--- config.mk ---
export PLATFORM = sky130hd
export DESIGN_NAME = hex_line_dump_formatter
export DESIGN_NICKNAME = d
export VERILOG_FILES = /design/src/hw/rtl/hldf_pkg.sv /design/src/hw/rtl/hldf_front.sv /design/src/hw/rtl/hldf_queue.sv /design/src/hw/rtl/hldf_back.sv /design/src/hw/rtl/hex_line_dump_formatter.sv
export SDC_FILE = /design/constraint.sdc
export NUM_CORES = 1
export LEC_CHECK = 0
export ABC_AREA = 1
export BUFFER_PORTS_ARGS = -buffer_cell sky130_fd_sc_hd__buf_2
export CELL_PAD_IN_SITES_DETAIL_PLACEMENT = 1
export CELL_PAD_IN_SITES_GLOBAL_PLACEMENT = 2
export CORE_UTILIZATION = 45
export DETAILED_ROUTE_END_ITERATION = 10
export PLACE_DENSITY_LB_ADDON = 0.1
export SYNTH_ARGS = -nofsm -noshare
export SYNTH_HDL_FRONTEND = slang
export SYNTH_SLANG_ARGS = --single-unit
--- constraint.sdc ---
create_clock -name clk -period 23 [get_ports clk]
set_input_delay 1.15 -clock clk [delete_from_list [all_inputs] [get_ports clk]]
set_output_delay 1.15 -clock clk [all_outputs]
set_load 0.01 [all_outputs]
--- src/hw/rtl/hldf_pkg.sv ---
// Shared types, character codes and job kinds of the hex line dump formatter.
package hldf_pkg;

  localparam int LINE_BYTES      = 16;
  localparam int LINE_WORDS      = 8;
  localparam int OFFSET_MAX_BITS = 64;
  localparam int MIN_DIGITS      = 7;

  localparam logic [6:0] CHAR_SP   = 7'h20;
  localparam logic [6:0] CHAR_NL   = 7'h0A;
  localparam logic [6:0] CHAR_STAR = 7'h2A;

  localparam logic [1:0] KIND_LINE  = 2'd0;
  localparam logic [1:0] KIND_STAR  = 2'd1;
  localparam logic [1:0] KIND_CLOSE = 2'd2;

  typedef struct packed {
    logic       req_type;
    logic [7:0] data_byte;
    logic       end_of_write;
  } in_t;

  typedef struct packed {
    logic [6:0] text_char;
    logic       last_char;
  } out_t;

  // One print job from the front to the emitter.
  typedef struct packed {
    logic [1:0]                   kind;
    logic [OFFSET_MAX_BITS-1:0]   offset;
    logic [3:0]                   nwords;
    logic [LINE_BYTES*8-1:0]      words;
  } job_t;

  function automatic logic [6:0] hex_char(input logic [3:0] nib);
    logic [6:0] c;
    case (nib)
      4'h0: c = 7'h30;
      4'h1: c = 7'h31;
      4'h2: c = 7'h32;
      4'h3: c = 7'h33;
      4'h4: c = 7'h34;
      4'h5: c = 7'h35;
      4'h6: c = 7'h36;
      4'h7: c = 7'h37;
      4'h8: c = 7'h38;
      4'h9: c = 7'h39;
      4'ha: c = 7'h61;
      4'hb: c = 7'h62;
      4'hc: c = 7'h63;
      4'hd: c = 7'h64;
      4'he: c = 7'h65;
      default: c = 7'h66;
    endcase
    return c;
  endfunction

endpackage

--- src/hw/rtl/hldf_front.sv ---
// Front end: gathers bytes into lines, detects repeats and issues print jobs.
module hldf_front #(
  parameter int OFFSET_BITS = 32
) (
  input  logic          clk,
  input  logic          rst,
  input  logic          in_valid,
  output logic          in_stall,
  input  hldf_pkg::in_t in_data,
  input  logic          q_full,
  output logic          push,
  output hldf_pkg::job_t job
);
  import hldf_pkg::*;

  logic [7:0]              line_bytes [LINE_BYTES];
  logic [4:0]              line_fill;
  logic [OFFSET_BITS-1:0]  byte_total;
  logic [LINE_BYTES*8-1:0] prev_words;
  logic                    repeat_marked;
  logic                    no_line_yet;

  logic                    accept;
  logic                    is_close;
  logic [4:0]              fill_next;
  logic [4:0]              fill_plus;
  logic [LINE_BYTES*8-1:0] words_cur;
  logic [OFFSET_BITS-1:0]  total_next;
  logic [OFFSET_BITS-1:0]  line_start;
  logic                    line_done;
  logic                    is_repeat;

  assign in_stall = q_full;
  assign accept   = in_valid && !q_full;
  assign is_close = in_data.req_type;

  assign fill_next  = line_fill + 5'd1;
  assign fill_plus  = fill_next + 5'd1;
  assign total_next = byte_total + OFFSET_BITS'(1);
  assign line_start = total_next - OFFSET_BITS'(fill_next);
  assign line_done  = (fill_next == 5'(LINE_BYTES)) || in_data.end_of_write;

  // The line as it stands with the incoming byte; bytes past the fill read as zero.
  always_comb begin
    for (int j = 0; j < LINE_BYTES; j++) begin
      if (5'(j) >= fill_next) begin
        words_cur[8*j +: 8] = 8'h00;
      end else if (4'(j) == line_fill[3:0]) begin
        words_cur[8*j +: 8] = in_data.data_byte;
      end else begin
        words_cur[8*j +: 8] = line_bytes[j];
      end
    end
  end

  assign is_repeat = !no_line_yet && (words_cur == prev_words);

  always_comb begin
    push       = 1'b0;
    job.kind   = KIND_LINE;
    job.offset = OFFSET_MAX_BITS'(line_start);
    job.nwords = fill_plus[4:1];
    job.words  = words_cur;
    if (accept) begin
      if (is_close) begin
        push       = 1'b1;
        job.kind   = KIND_CLOSE;
        job.offset = OFFSET_MAX_BITS'(byte_total);
      end else if (line_done) begin
        if (!is_repeat) begin
          push = 1'b1;
        end else if (!repeat_marked) begin
          push     = 1'b1;
          job.kind = KIND_STAR;
        end
      end
    end
  end

  always_ff @(posedge clk) begin
    if (accept && !is_close) begin
      line_bytes[line_fill[3:0]] <= in_data.data_byte;
    end
  end

  always_ff @(posedge clk) begin
    if (rst) begin
      line_fill     <= '0;
      byte_total    <= '0;
      prev_words    <= '0;
      repeat_marked <= 1'b0;
      no_line_yet   <= 1'b1;
    end else if (accept) begin
      if (is_close) begin
        line_fill     <= '0;
        byte_total    <= '0;
        prev_words    <= '0;
        repeat_marked <= 1'b0;
        no_line_yet   <= 1'b1;
      end else begin
        byte_total <= total_next;
        if (line_done) begin
          line_fill   <= '0;
          no_line_yet <= 1'b0;
          if (is_repeat) begin
            repeat_marked <= 1'b1;
          end else begin
            prev_words    <= words_cur;
            repeat_marked <= 1'b0;
          end
        end else begin
          line_fill <= fill_next;
        end
      end
    end
  end

endmodule

--- src/hw/rtl/hldf_queue.sv ---
// Two-entry job queue between the front end and the character emitter.
module hldf_queue (
  input  logic           clk,
  input  logic           rst,
  input  logic           push,
  input  hldf_pkg::job_t push_job,
  input  logic           pop,
  output hldf_pkg::job_t head,
  output logic           full,
  output logic           empty
);
  import hldf_pkg::*;

  job_t       entries [2];
  logic       wr_ptr;
  logic       rd_ptr;
  logic [1:0] count;

  assign head  = entries[rd_ptr];
  assign full  = (count == 2'd2);
  assign empty = (count == 2'd0);

  always_ff @(posedge clk) begin
    if (push) begin
      entries[wr_ptr] <= push_job;
    end
  end

  always_ff @(posedge clk) begin
    if (rst) begin
      wr_ptr <= 1'b0;
      rd_ptr <= 1'b0;
      count  <= 2'd0;
    end else begin
      if (push) begin
        wr_ptr <= !wr_ptr;
      end
      if (pop) begin
        rd_ptr <= !rd_ptr;
      end
      if (push && !pop) begin
        count <= count + 2'd1;
      end else if (pop && !push) begin
        count <= count - 2'd1;
      end
    end
  end

endmodule

--- src/hw/rtl/hldf_back.sv ---
// Back end: expands print jobs into dump text, one character per cycle while out_stall is low.
module hldf_back #(
  parameter int OFFSET_BITS = 32
) (
  input  logic           clk,
  input  logic           rst,
  input  hldf_pkg::job_t head,
  input  logic           q_empty,
  output logic           pop,
  output logic           out_valid,
  input  logic           out_stall,
  output hldf_pkg::out_t out_data
);
  import hldf_pkg::*;

  localparam int DIGITS = (OFFSET_BITS + 3) / 4;
  localparam int OW     = DIGITS * 4;
  localparam int CW     = $clog2(DIGITS + 1);
  localparam logic [CW-1:0] CNT_FULL = CW'(DIGITS);
  localparam logic [CW-1:0] CNT_MIN  = CW'(MIN_DIGITS);
  localparam logic [CW-1:0] CNT_ONE  = CW'(1);

  localparam logic [2:0] ST_IDLE = 3'd0;
  localparam logic [2:0] ST_OFF  = 3'd1;
  localparam logic [2:0] ST_SP   = 3'd2;
  localparam logic [2:0] ST_BODY = 3'd3;
  localparam logic [2:0] ST_STAR = 3'd4;
  localparam logic [2:0] ST_NL   = 3'd5;

  logic [2:0]              state, state_next;
  logic [1:0]              kind, kind_next;
  logic [OW-1:0]           off_sh, off_sh_next;
  logic [CW-1:0]           dig_cnt, dig_cnt_next;
  logic                    lead, lead_next;
  logic [3:0]              nwords, nwords_next;
  logic [LINE_BYTES*8-1:0] words, words_next;
  logic [2:0]              wi, wi_next;
  logic [2:0]              wk, wk_next;

  logic       adv;
  logic       emit;
  logic [6:0] ch;
  logic       last;
  logic [3:0] nib;
  logic [15:0] cur_word;
  logic [3:0] word_nib;

  assign adv      = !out_valid || !out_stall;
  assign nib      = off_sh[OW-1 -: 4];
  assign cur_word = words[16*wi +: 16];

  always_comb begin
    case (wk[1:0])
      2'd0:    word_nib = cur_word[15:12];
      2'd1:    word_nib = cur_word[11:8];
      2'd2:    word_nib = cur_word[7:4];
      default: word_nib = cur_word[3:0];
    endcase
  end

  always_comb begin
    state_next   = state;
    kind_next    = kind;
    off_sh_next  = off_sh;
    dig_cnt_next = dig_cnt;
    lead_next    = lead;
    nwords_next  = nwords;
    words_next   = words;
    wi_next      = wi;
    wk_next      = wk;
    pop          = 1'b0;
    emit         = 1'b0;
    ch           = CHAR_SP;
    last         = 1'b0;
    unique case (state)
      ST_IDLE: begin
        if (!q_empty) begin
          pop          = 1'b1;
          kind_next    = head.kind;
          off_sh_next  = head.offset[OW-1:0];
          dig_cnt_next = CNT_FULL;
          lead_next    = 1'b1;
          nwords_next  = head.nwords;
          words_next   = head.words;
          state_next   = (head.kind == KIND_STAR) ? ST_STAR : ST_OFF;
        end
      end
      ST_OFF: begin
        if (adv) begin
          // Leading zero digits above the minimum width are dropped.
          if (lead && (nib == 4'h0) && (dig_cnt > CNT_MIN)) begin
            emit = 1'b0;
          end else begin
            emit      = 1'b1;
            lead_next = 1'b0;
          end
          ch           = hex_char(nib);
          off_sh_next  = off_sh << 4;
          dig_cnt_next = dig_cnt - CNT_ONE;
          if (dig_cnt == CNT_ONE) begin
            state_next = (kind == KIND_CLOSE) ? ST_NL : ST_SP;
          end
        end
      end
      ST_SP: begin
        if (adv) begin
          emit       = 1'b1;
          wi_next    = 3'd0;
          wk_next    = 3'd0;
          state_next = ST_BODY;
        end
      end
      ST_BODY: begin
        if (adv) begin
          emit = 1'b1;
          if (({1'b0, wi} < nwords) && (wk != 3'd4)) begin
            ch = hex_char(word_nib);
          end
          if ((wi == 3'd7) && (wk == 3'd3)) begin
            state_next = ST_NL;
          end else if (wk == 3'd4) begin
            wk_next = 3'd0;
            wi_next = wi + 3'd1;
          end else begin
            wk_next = wk + 3'd1;
          end
        end
      end
      ST_STAR: begin
        if (adv) begin
          emit       = 1'b1;
          ch         = CHAR_STAR;
          state_next = ST_NL;
        end
      end
      ST_NL: begin
        if (adv) begin
          emit       = 1'b1;
          ch         = CHAR_NL;
          last       = 1'b1;
          state_next = ST_IDLE;
        end
      end
      default: begin
        state_next = ST_IDLE;
      end
    endcase
  end

  always_ff @(posedge clk) begin
    kind    <= kind_next;
    off_sh  <= off_sh_next;
    dig_cnt <= dig_cnt_next;
    lead    <= lead_next;
    nwords  <= nwords_next;
    words   <= words_next;
    wi      <= wi_next;
    wk      <= wk_next;
    if (adv) begin
      out_data.text_char <= ch;
      out_data.last_char <= last;
    end
  end

  always_ff @(posedge clk) begin
    if (rst) begin
      state     <= ST_IDLE;
      out_valid <= 1'b0;
    end else begin
      state <= state_next;
      if (adv) begin
        out_valid <= emit;
      end
    end
  end

endmodule

--- src/hw/rtl/hex_line_dump_formatter.sv ---
// Top level of the hex line dump formatter: front end, job queue and emitter.
// Bytes are taken one per cycle while in_stall is low and gathered into 16-byte
// lines; each completed new line becomes a print job in a two-entry queue, a first
// repeat becomes a star job and further repeats none, so the input keeps flowing
// while text goes out. The emitter sends one character per cycle while out_stall
// is low, loads each job in its idle state and drops every leading zero offset
// digit above seven (at the default 32-bit offset, only the top digit). A star
// job prints a star and a newline, and a suppressed repeat prints nothing.
module hex_line_dump_formatter #(
  parameter int OFFSET_BITS = 32
) (
  input  logic           clk,
  input  logic           rst,
  input  logic           in_valid,
  output logic           in_stall,
  input  hldf_pkg::in_t  in_data,
  output logic           out_valid,
  input  logic           out_stall,
  output hldf_pkg::out_t out_data
);
  import hldf_pkg::*;

  job_t push_job;
  job_t head;
  logic q_push;
  logic q_pop;
  logic q_full;
  logic q_empty;

  hldf_front #(
    .OFFSET_BITS(OFFSET_BITS)
  ) u_front (
    .clk     (clk),
    .rst     (rst),
    .in_valid(in_valid),
    .in_stall(in_stall),
    .in_data (in_data),
    .q_full  (q_full),
    .push    (q_push),
    .job     (push_job)
  );

  hldf_queue u_queue (
    .clk     (clk),
    .rst     (rst),
    .push    (q_push),
    .push_job(push_job),
    .pop     (q_pop),
    .head    (head),
    .full    (q_full),
    .empty   (q_empty)
  );

  hldf_back #(
    .OFFSET_BITS(OFFSET_BITS)
  ) u_back (
    .clk      (clk),
    .rst      (rst),
    .head     (head),
    .q_empty  (q_empty),
    .pop      (q_pop),
    .out_valid(out_valid),
    .out_stall(out_stall),
    .out_data (out_data)
  );

  // The last_char flag is set on every newline character, and only there.
  a_last_is_newline: assert property (@(posedge clk) disable iff (rst)
    out_valid |-> ((out_data.text_char == CHAR_NL) == out_data.last_char))
    else $error("last_char does not match the newline");

  a_no_push_full: assert property (@(posedge clk) disable iff (rst)
    q_push |-> !q_full)
    else $error("job pushed into a full queue");

  a_no_pop_empty: assert property (@(posedge clk) disable iff (rst)
    q_pop |-> !q_empty)
    else $error("job popped from an empty queue");

endmodule
# Yosys cells after proc, flatten, opt, wreduce, memory -nomap -nowiden
# Memories as Yosys holds them, arrays and structs flattened. A register that Yosys moved wholly into a read port is not among the register bits.
# Index checks and enable logic that the tools add are counted.
# word_totals
regBits	360
ramBits	524
romBits	192
inputBits	14
output_inout_bits	10
elab_cells	235
memories	4
# memory_table
memory	depth	word_bits	read_ports	rd_clocked_by_memory_dff	write_ports	line_no	rtl
u_queue.entries	2	198	1	1	1	hldf_queue.sv:14	job_t entries [2];
u_front.line_bytes	16	8	16	0	1	hldf_front.sv:16	logic [7:0] line_bytes [LINE_BYTES];
(name not given)	16	6	1	1	0	hldf_pkg.sv:38	case (nib)
(name not given)	16	6	1	0	0	hldf_pkg.sv:38	
# op_classes
addsub	9
magnitude_cmp	18
n_eq_ne	44
n_shift	1
n_mux	100
n_bitwise	1
n_reduce_logical	38
# op_table
cell	n
2-to-1 mux 128 bit	3
2-to-1 mux 8 bit	32
equality test 128 bit	1
2-to-1 mux 32 bit	4
indexed part select 128 x 8 -> 16 bit	1
2-to-1 mux 66 bit	1
case mux 32 bit (2 select lines)	1
2-to-1 mux 3 bit	16
>= comparator 4 x 5 -> 1 bit (first input constant)	8
adder 32 x 1 -> 32 bit (second input constant)	1
equality test 4 bit (first input constant)	8
subtractor 32 x 5 -> 32 bit	1
case mux 7 bit (4 select lines)	1
2-to-1 mux 1 bit	24
>= comparator 3 x 5 -> 1 bit (first input constant)	4
case mux 3 bit (6 select lines)	1
equality test 3 x 4 -> 1 bit (first input constant)	4
inequality test 2 x 1 -> 1 bit (second input constant)	8
equality test 3 bit (second input constant)	4
2-to-1 mux 4 bit	3
case mux 3 bit (2 select lines)	2
case mux 4 bit (3 select lines)	1
adder 5 x 1 -> 5 bit (second input constant)	2
>= comparator 1 x 5 -> 1 bit (first input constant)	2
36 further kinds	78

# Logic depth before layout (Yosys ltp)
# Gate-level depths: netlist of the first run.
# depth
depth_word	13
depth_mapped	28
depth_no_buf	25

# By module
# A second synthesis of the first run with hierarchy kept.
# hier_totals
cells_unflattened	4325
hier_area_um2	42011.5
# by_module_without_submodules
module	n_inst	cells_each	area_each_um2	seq_area_each_um2
hldf_front	1	2872	18472.7	7186.9
hldf_queue	1	649	14930.6	11991.5
hldf_back	1	804	8608.3	5755.5

# Least setup slack after synthesis of the first run
# OpenSTA, ideal clock, no wires.
# synth_timing
path_kind	flip-flop to flip-flop
from	register u_front.line_fill[0]
to	memory u_queue.entries[0][0] (netlist name), enable pin
setup_ns	0.746
arrival_time_ns	10.627
t_required_ns	22.254
slack_ns	11.626
path_stages_with_launch	22
path_buffers	3
synth_period_minus_slack_ns	11.374
path_cell_list	dfxtp_1 > buf_2 > inv_1 > ha_1 > nand3_2 > nor2_1 > nand3_1 > nand2_2 > buf_2 > nand2_1 > nand2_1 > nand2_1 > nand2_1 > nor2_1 > nand2_1 > nor2_1 > nand2_1 > nor2_1 > nand2_2 > nand2_4 > clkbuf_1 > a21oi_1
# synth_via
elab_chain_cells	11
word_cells_on_any_way	75
classes_between	add/sub: 1; order compare: 16; eq/ne: 17; mux: 38; reduce/logical: 3
# synth_rtl
item	line_no	rtl
start, declared	hldf_front.sv:17	logic [4:0] line_fill;
start signal, assigned	hldf_front.sv:112	line_fill <= fill_next;
adder 5 x 1 -> 5 bit (tied with other cells)	hldf_front.sv:37	assign fill_next = line_fill + 5'd1;
>= comparator 1 x 5 -> 1 bit (tied with other cells)	hldf_front.sv:46	if (5'(j) >= fill_next) begin
2-to-1 mux 8 bit	hldf_front.sv:46	
equality test 128 bit	hldf_front.sv:56	assign is_repeat = !no_line_yet && (words_cur == prev_words);
logical AND 1 bit	hldf_front.sv:56	
2-to-1 mux 1 bit	hldf_front.sv:70	if (!is_repeat) begin
2-to-1 mux 1 bit *	hldf_front.sv:69	end else if (line_done) begin
2-to-1 mux 1 bit *	hldf_front.sv:65	if (is_close) begin
2-to-1 mux 1 bit *	hldf_front.sv:64	if (accept) begin
2-to-1 mux 1 bit *	hldf_queue.sv:24	if (push) begin
2-to-1 mux 1 bit (not written as such) *	hldf_queue.sv:25	entries[wr_ptr] <= push_job;
end, declared	hldf_queue.sv:14	
# Mark *: on every way between the ends. The rest lies on a longest branch, timed or not.

==> results.md, run 1 <==
* Status: finished clean
* DR vias at between 20000 and 30000
* CTS Buf Count at 90
* Ys async rst share at 0%
* Placer congestion estimate at between 0.8 and 0.9
* Syn Inst Count at ~3700
* Routed Wire Length at between 100 and 150 mm
* Period utilization at about a third
* Slew headroom at about 23%
* Syn Nets at 3749
* Synthesis-to-layout area growth at 10.7%
* Final TNS setup at 0 ns
* NumNets Final at between 3000 and 4000
* First-pass GRT wire length at 184 mm
* Dominant cells by area after synthesis: edfxtp_1, dfxtp_1, nand2_1
* Die height at roughly 290 µm
* Pwr dens at 112 nW/µm²
* Count of input and output buffers at 23
* Crit end category: register
* Post-synth EDFFs at 645
* Clk Latency, worst-skew pair at approximately 0.67 ns
* Pin count of the biggest net entering global routing at between 80 and 90
* Lkg Pwr at 0.0163 µW
* Predominant post-synthesis flop cell: edfxtp_1
* Hold buffers post-CTS at 0
* Cell area after placement at between 30000 and 40000 µm²
* Detailed Place HPWL at between 80 and 90 mm
* Die area at ~84000 µm²
* Tot GR Track Use at 29.9%
* Peak supply drop at between 60 and 70 µV
* Core area at between 80000 and 90000 µm²
* IO Count at 24
* Width of the die at ~290 µm
* CTS tree: done
* Startpoint types: register
* Setup bufs post-CTS at 0
* # diodes at 0
* Initial core utilization at a little under half
* Layout cell share with drive strength beyond 1 at 10.6%
* P_int at 3180 µW
* Commonest non-fill, non-tap cell in the layout: nand2_1
* Post-DRT Antenna Nets at 0
* Max Buffers Root-to-Sink at 3
* Cell taking the most area after synthesis: edfxtp_1
* Worst path required time at 23.28 ns
* Clock sink count at between 800 and 900
* Reg power frac at 47.8%
* CTS Root Cell: clkbuf_16
* Final Critical Period at between 7 and 8 ns
* Comb pwr share at about a fifth
* GRT Residual Overflow at 0
* # H-tree levels at 3
* Clk_skew at between 0.04 and 0.05 ns
* Avg Cell Area, Syn at roughly 10 µm²
* Post-Syn Area at about 37000 µm²
* DRT Pass-1 Iters at 5
* Slew Limit Fails at 0
* Antenna violations before repair at 10
* Worst-path maximum fanout at between 50 and 60
* Fmax at between 0.1 and 0.15 GHz
* Arrival time worst endpoint at between 7 and 8 ns
* FP Rows at 105
* R2r setup slk at between 15 and 20 ns
* Finished Cell Area at a little over 40000 µm²
* First DRT Iteration DRCs at ~2500
* Worst Hold Class: reg -> reg
* Yosys reg bits at ~830
* Vias in the first global route at 28161
* Register area share after synthesis at roughly three fifths
* Most frequent cells in the layout: nand2_1, edfxtp_1, inv_1
* Synth warnings at 0
* Worst-path clk slew at 0.06 ns
* Critical path class: reg -> reg
* Setup-failing EPs final at 0
* Sw Ratio at 30.9%
* Worst-Margin Slew at 1.15 ns
* Number of gates resized after CTS at 0
* Clk pwr share at about a third
* Switching power at between 1000 and 1500 µW
* DRC at 0
* Library cells used by synthesis at 55
* Via density at between 5 and 6
* Routed wire per std cell at between 20 and 30 µm
* Yosys top cell area share at 52.0%
* Max Cap Violations at 0
* RSZ-0062 raised after global routing: no
* Final hold viol count at 0
-- area by class of cell --
cell class                 count  area, µm²
clock buffer                 122       2450
clock inverter                47        522
fill                        9052      40700
inverter                     382       1440
multi-input combinational   2336      12100
sequential                   827      23000
tap                         1070       1340
timing repair buffer          59        385
-- power by group through the flow --
| stage | sequential [µW] | combinational, µW | clock [µW] |
|---|---|---|---|
| after detailed placement | 2230 | 939 | 0 |
| after global placement | 2210 | 900 | 0 |
| after floorplan | 2240 | 606 | 0 |
| final | 2200 | 935 | 1470 |
| after CTS | 2200 | 946 | 1490 |
| after global routing | 2230 | 1020 | 1540 |
-- Yosys cell counts (5+ instances only) --
cell type,number
a21oi_1,168
a21oi_2,10
a31oi_1,5
buf_1,9
buf_2,15
buf_4,14
buf_6,16
clkbuf_1,107
dfxtp_1,182
edfxtp_1,645
ha_1,28
inv_1,369
inv_2,11
mux2_2,137
nand2_1,906
nand2_2,11
nand2_4,7
nand3_1,193
nand3b_1,38
nand4_1,31
nor2_1,268
nor2_2,6
nor3_1,22
nor4_1,7
o211ai_1,11
o21ai_0,285
o21ai_1,78
o221ai_1,16
o22ai_1,15
or2_2,6
xnor2_1,7
xor2_1,41
-- cell families after synthesis --
group,count (synthesis),synth area share [%]
multiplexers,137,4.14
adder cells (fa/ha/maj),29,0.994
buffers and inverters,543,5.99
AND/OR/NAND/NOR,1506,17.1
XOR/XNOR,48,1.13
flip-flops,827,61.7
AO/OA/AOI/OAI,616,8.94
-- through the flow --
step	hold slack, ns	cells	worst slack, ns	util [%]	power [µW]
final	0.455	4843	15.79	50.3	4610
after floorplan	0.426	3706	11.63	-	2850
after global routing	0.492	4843	15.35	50.3	4790
after global placement	0.426	4674	15.99	46.7	3110
after CTS	0.458	4843	15.83	50.3	4640
after detailed placement	0.440	4674	15.83	46.7	3170
-- worst max-delay path, stage by stage, from the launching register on --
cell,delay (ns)
dfxtp_1,0.71
ha_1,0.65
nand2_1,0.14
nand2_2,0.24
nor2_4,0.09
o21ai_2,0.75
nand2_2,0.30
nor2_1,0.37
nand2_1,0.09
nand4_1,0.10
nor2_1,0.06
nand2_1,0.26
nor2_1,0.11
nand2_2,0.07
buf_4,0.72
nand2_4,0.38
a21oi_4,0.35
buf_4,0.54
buf_4,0.75
-- worst paths after layout --
check,endpoint,startpoint,cells after the start
hold / removal,register,u_queue.rd_ptr$_SDFFE_PP0P_,1
setup reg to reg,u_queue.entries[1][14]$_DFFE_PP_,u_front.line_fill[0]$_SDFFE_PP0P_,18
setup / recovery,u_queue.entries[1][14]$_DFFE_PP_,u_front.line_fill[0]$_SDFFE_PP0P_,18
hold reg to reg,register,u_queue.rd_ptr$_SDFFE_PP0P_,1
-- metal layers --
layer | vias to the layer above | global-route usage (%) | share of wire, %
met1 | 13855 | 43.1 | 45
met5 | - | 0 | 0
met3 | 166 | 4.43 | 7.0
li1 | 12569 | - | -
met2 | 855 | 47.0 | 45
met4 | 0 | 8.17 | 2.5
-- state kept, by name (all words and copies together) (netlist names), 2 cells and up, named ones only --
register,flops
u_back.dig_cnt,4
u_back.kind,2
u_back.nwords,4
u_back.off_sh,32
u_back.out_data,8
u_back.state,3
u_back.wi,3
u_back.wk,3
u_back.words,128
u_front.byte_total,32
u_front.line_bytes,128
u_front.line_fill,5
u_front.prev_words,128
u_queue.count,2
u_queue.entries,332
No activity file was read; power rests on OpenSTA's default activity.
==> run 2, diff against run 1 <==
--- a/config.mk
+++ b/config.mk
@@ -9,7 +9,7 @@
 export BUFFER_PORTS_ARGS = -buffer_cell sky130_fd_sc_hd__buf_2
 export CELL_PAD_IN_SITES_DETAIL_PLACEMENT = 1
 export CELL_PAD_IN_SITES_GLOBAL_PLACEMENT = 2
-export CORE_UTILIZATION = 45
+export CORE_UTILIZATION = 38
 export DETAILED_ROUTE_END_ITERATION = 10
 export PLACE_DENSITY_LB_ADDON = 0.1
 export SYNTH_ARGS = -nofsm -noshare
==> constraint.sdc (replaced) <==
create_clock -name clk -period 6.5 [get_ports clk]
set_input_delay 0.325 -clock clk [delete_from_list [all_inputs] [get_ports clk]]
set_output_delay 0.325 -clock clk [all_outputs]
set_load 0.01 [all_outputs]
==> run 2 against run 1 <==
Net effect:
- clock power grew to 3.6 times the previous value
- combinational power grew to 3.8 times the previous value
- sequential share of layout area shrank 0.77 points
- maximum frequency grew 31%
- largest power group unchanged
- critical endpoint is now u_front.prev_words[64]$_SDFFE_PP0P_
- cell area grew 1.4%
- largest cell class unchanged
- register-to-register slack lost 15 ns
==> results.md, run 2 (synthesized netlist as in run 1, its figures left out) <==
* Slew headroom at 19.2% (-3.8 points)
* Routed Wire Length at 131 mm (+4.6%)
* NumNets Final at 3760 (+0.56%)
* # diodes at 0 (unchanged)
* Die height at 315 µm (+8.8%)
* Detailed Place HPWL at 86.8 mm (+2.5%)
* Width of the die at 315 µm (+8.8%)
* CTS Buf Count at 92 (+2.2%)
* Synthesis-to-layout area growth at 12.2%
* Total power draw at 16600 µW (+260%)
* Layout cell share with drive strength beyond 1 at 11.4% (+0.75 points)
* Max Cap Violations at 0 (unchanged)
* IO Count at 24 (unchanged)
* CTS tree: done
* Via density at 5.35 (-5.5%)
* Critical path class: reg -> reg
* Vias in the first global route at 27932 (-0.81%)
* Routed wire per std cell at 25.8 µm (-0.13%)
* Placer congestion estimate at 0.846 (-2.1%)
* Final TNS setup at 0 ns (unchanged)
* Arrival time worst endpoint at 6.09 ns (-1.40 ns)
* Core area at 96900 µm² (+18%)
* Clk Latency, worst-skew pair at 0.69 ns (+0.02 ns)
* GRT met1 Usage at 37.6% (-5.6 points)
* GRT busiest layer: met2
* Peak supply drop at 284 µV (+320%)
* Reg area at 23000 µm² (unchanged)
* Initial core utilization at 38.5% (-7.0 points)
* Setup bufs post-CTS at 0 (unchanged)
* First DRT Iteration DRCs at 2247 (-10%)
* Worst Hold Class: in -> reg
* Final Util at 43.2% (-7.1 points)
* Biggest register: u_queue.entries
* CTS Root Cell: clkbuf_16
* Met2 usage at 42.2% (-4.8 points)
* Fmax at 0.182 GHz (+31%)
* Pin count of the biggest net entering global routing at 122 (+51%)
* Post-DRT Antenna Nets at 0 (unchanged)
* Status: finished clean
* RSZ-0062 raised after global routing: no
* Multi-input logic area at 12100 µm² (about the same)
* Worst path required time at 7.10 ns (-16.18 ns)
* Antenna violations before repair at 7 (-3)
* FP Rows at 114 (+8.6%)
* Grt met3 use at 3.68% (-0.75 points)
* # H-tree levels at 3 (unchanged)
* Max Buffers Root-to-Sink at 3 (unchanged)
* Period utilization at 84.5% (+53 points)
* DR vias at 27161 (-1.0%)
* Lkg Pwr at 0.0164 µW (+1.1%)
* Count of input and output buffers at 23 (unchanged)
* Commonest non-fill, non-tap cell in the layout: nand2_1
* Final hold viol count at 0 (unchanged)
* GRT Residual Overflow at 0 (unchanged)
* Die area at 99300 µm² (+18%)
* Clock sink count at 827 (unchanged)
* Filler cells at 10712 (+18%)
* DRT Pass-1 Iters at 6 (+1)
* Pwr dens at 397 nW/µm² (+260%)
* Clk_skew at 0.0285 ns (-0.0185 ns)
* Hold buffers post-CTS at 0 (unchanged)
* First-pass GRT wire length at 191 mm (+3.9%)
* Startpoint types: register
* Crit end category: register
* Worst-path maximum fanout at 59 (+1.7%)
* Worst Setup Slack, final at 1.01 ns (-14.78 ns)
* DRC at 0 (unchanged)
* Most frequent cells in the layout: nand2_1, edfxtp_1, inv_1
* Worst-path clk slew at 0.06 ns (about the same)
* Final Critical Period at 5.49 ns (-1.72 ns)
* DP Worst Slack at 1.06 ns (-14.77 ns)
* Tot GR Track Use at 26.5% (-3.5 points)
* Setup-failing EPs final at 0 (unchanged)
* Worst-Margin Slew at 1.21 ns (+0.0563 ns)
* Slew Limit Fails at 0 (unchanged)
* Max reg flops at 332 (unchanged)
* Number of gates resized after CTS at 0 (unchanged)
-- run 2: cell count changes in the layout (fill, tap and decap cells not counted), sizes merged --
cell and delta:
clkinv +1, buf +19, clkinvlp -1, inv +4
clkbuf +1
-- run 2: through the flow --
stage | hold WS [ns] | instance area, µm² | cells
floorplan | 0.424 | 37300 | 3706
global placement | 0.426 | 38800 | 4899
detailed placement | 0.454 | 38800 | 4899
CTS | 0.0755 | 41800 | 5073
global route | 0.133 | 41800 | 5073
finish | 0.130 | 41800 | 5073
-- run 2: final timing paths --
path	slack [ns]	cells past startpoint	startpoint	endpoint
max	1.01	19	u_front.line_fill[0]$_SDFFE_PP0P_	u_front.prev_words[64]$_SDFFE_PP0P_
min	0.13	4	in_data[0]	u_front.line_fill[0]$_SDFFE_PP0P_
max reg2reg	1.01	19	u_front.line_fill[0]$_SDFFE_PP0P_	u_front.prev_words[64]$_SDFFE_PP0P_
min reg2reg	0.46	1	u_queue.rd_ptr$_SDFFE_PP0P_	register
-- run 2: metal layers --
| layer | share of wire [%] | wire length (µm) | vias to the layer above |
|---|---|---|---|
| li1 | - | - | 12623 |
| met1 | 46 | 60600 | 13773 |
| met2 | 46 | 60500 | 624 |
| met3 | 5.2 | 6780 | 139 |
| met4 | 2.3 | 2960 | 2 |
| met5 | 0.0099 | 13 | - |
-- run 2: report_power, final --
part | total, µW | switching [µW] | internal, µW
clock network | 5340 | 2270 | 3070
registers | 7760 | 439 | 7320
logic | 3510 | 2530 | 984
total | 16600 | 5230 | 11400
-- run 2: final cells by class --
cell class | instances | share of cell area (%)
Tap cell | 1276 | 3.82
Clock inverter | 51 | 1.29
Timing Repair Buffer | 78 | 1.47
Clock buffer | 123 | 6.03
Multi-Input combinational cell | 2336 | 28.9
Sequential cell | 827 | 55.0
Inverter | 382 | 3.43
-- run 2: worst max-delay path, cell delays in order (launching register included) --
cell     delay, ns
dfxtp_1       0.67
inv_1         0.30
ha_1          0.66
nand3_2       0.29
o21ai_2       0.65
nand2_1       0.28
nand2_1       0.14
nand2_1       0.06
nor2_1        0.11
nand2_1       0.09
nor2_1        0.13
nand2_1       0.07
nor2_1        0.26
nand2_1       0.09
nor2_1        0.14
nand2_2       0.10
nand2_4       0.29
nand2_4       0.41
buf_12        0.40
o21ai_1       0.19
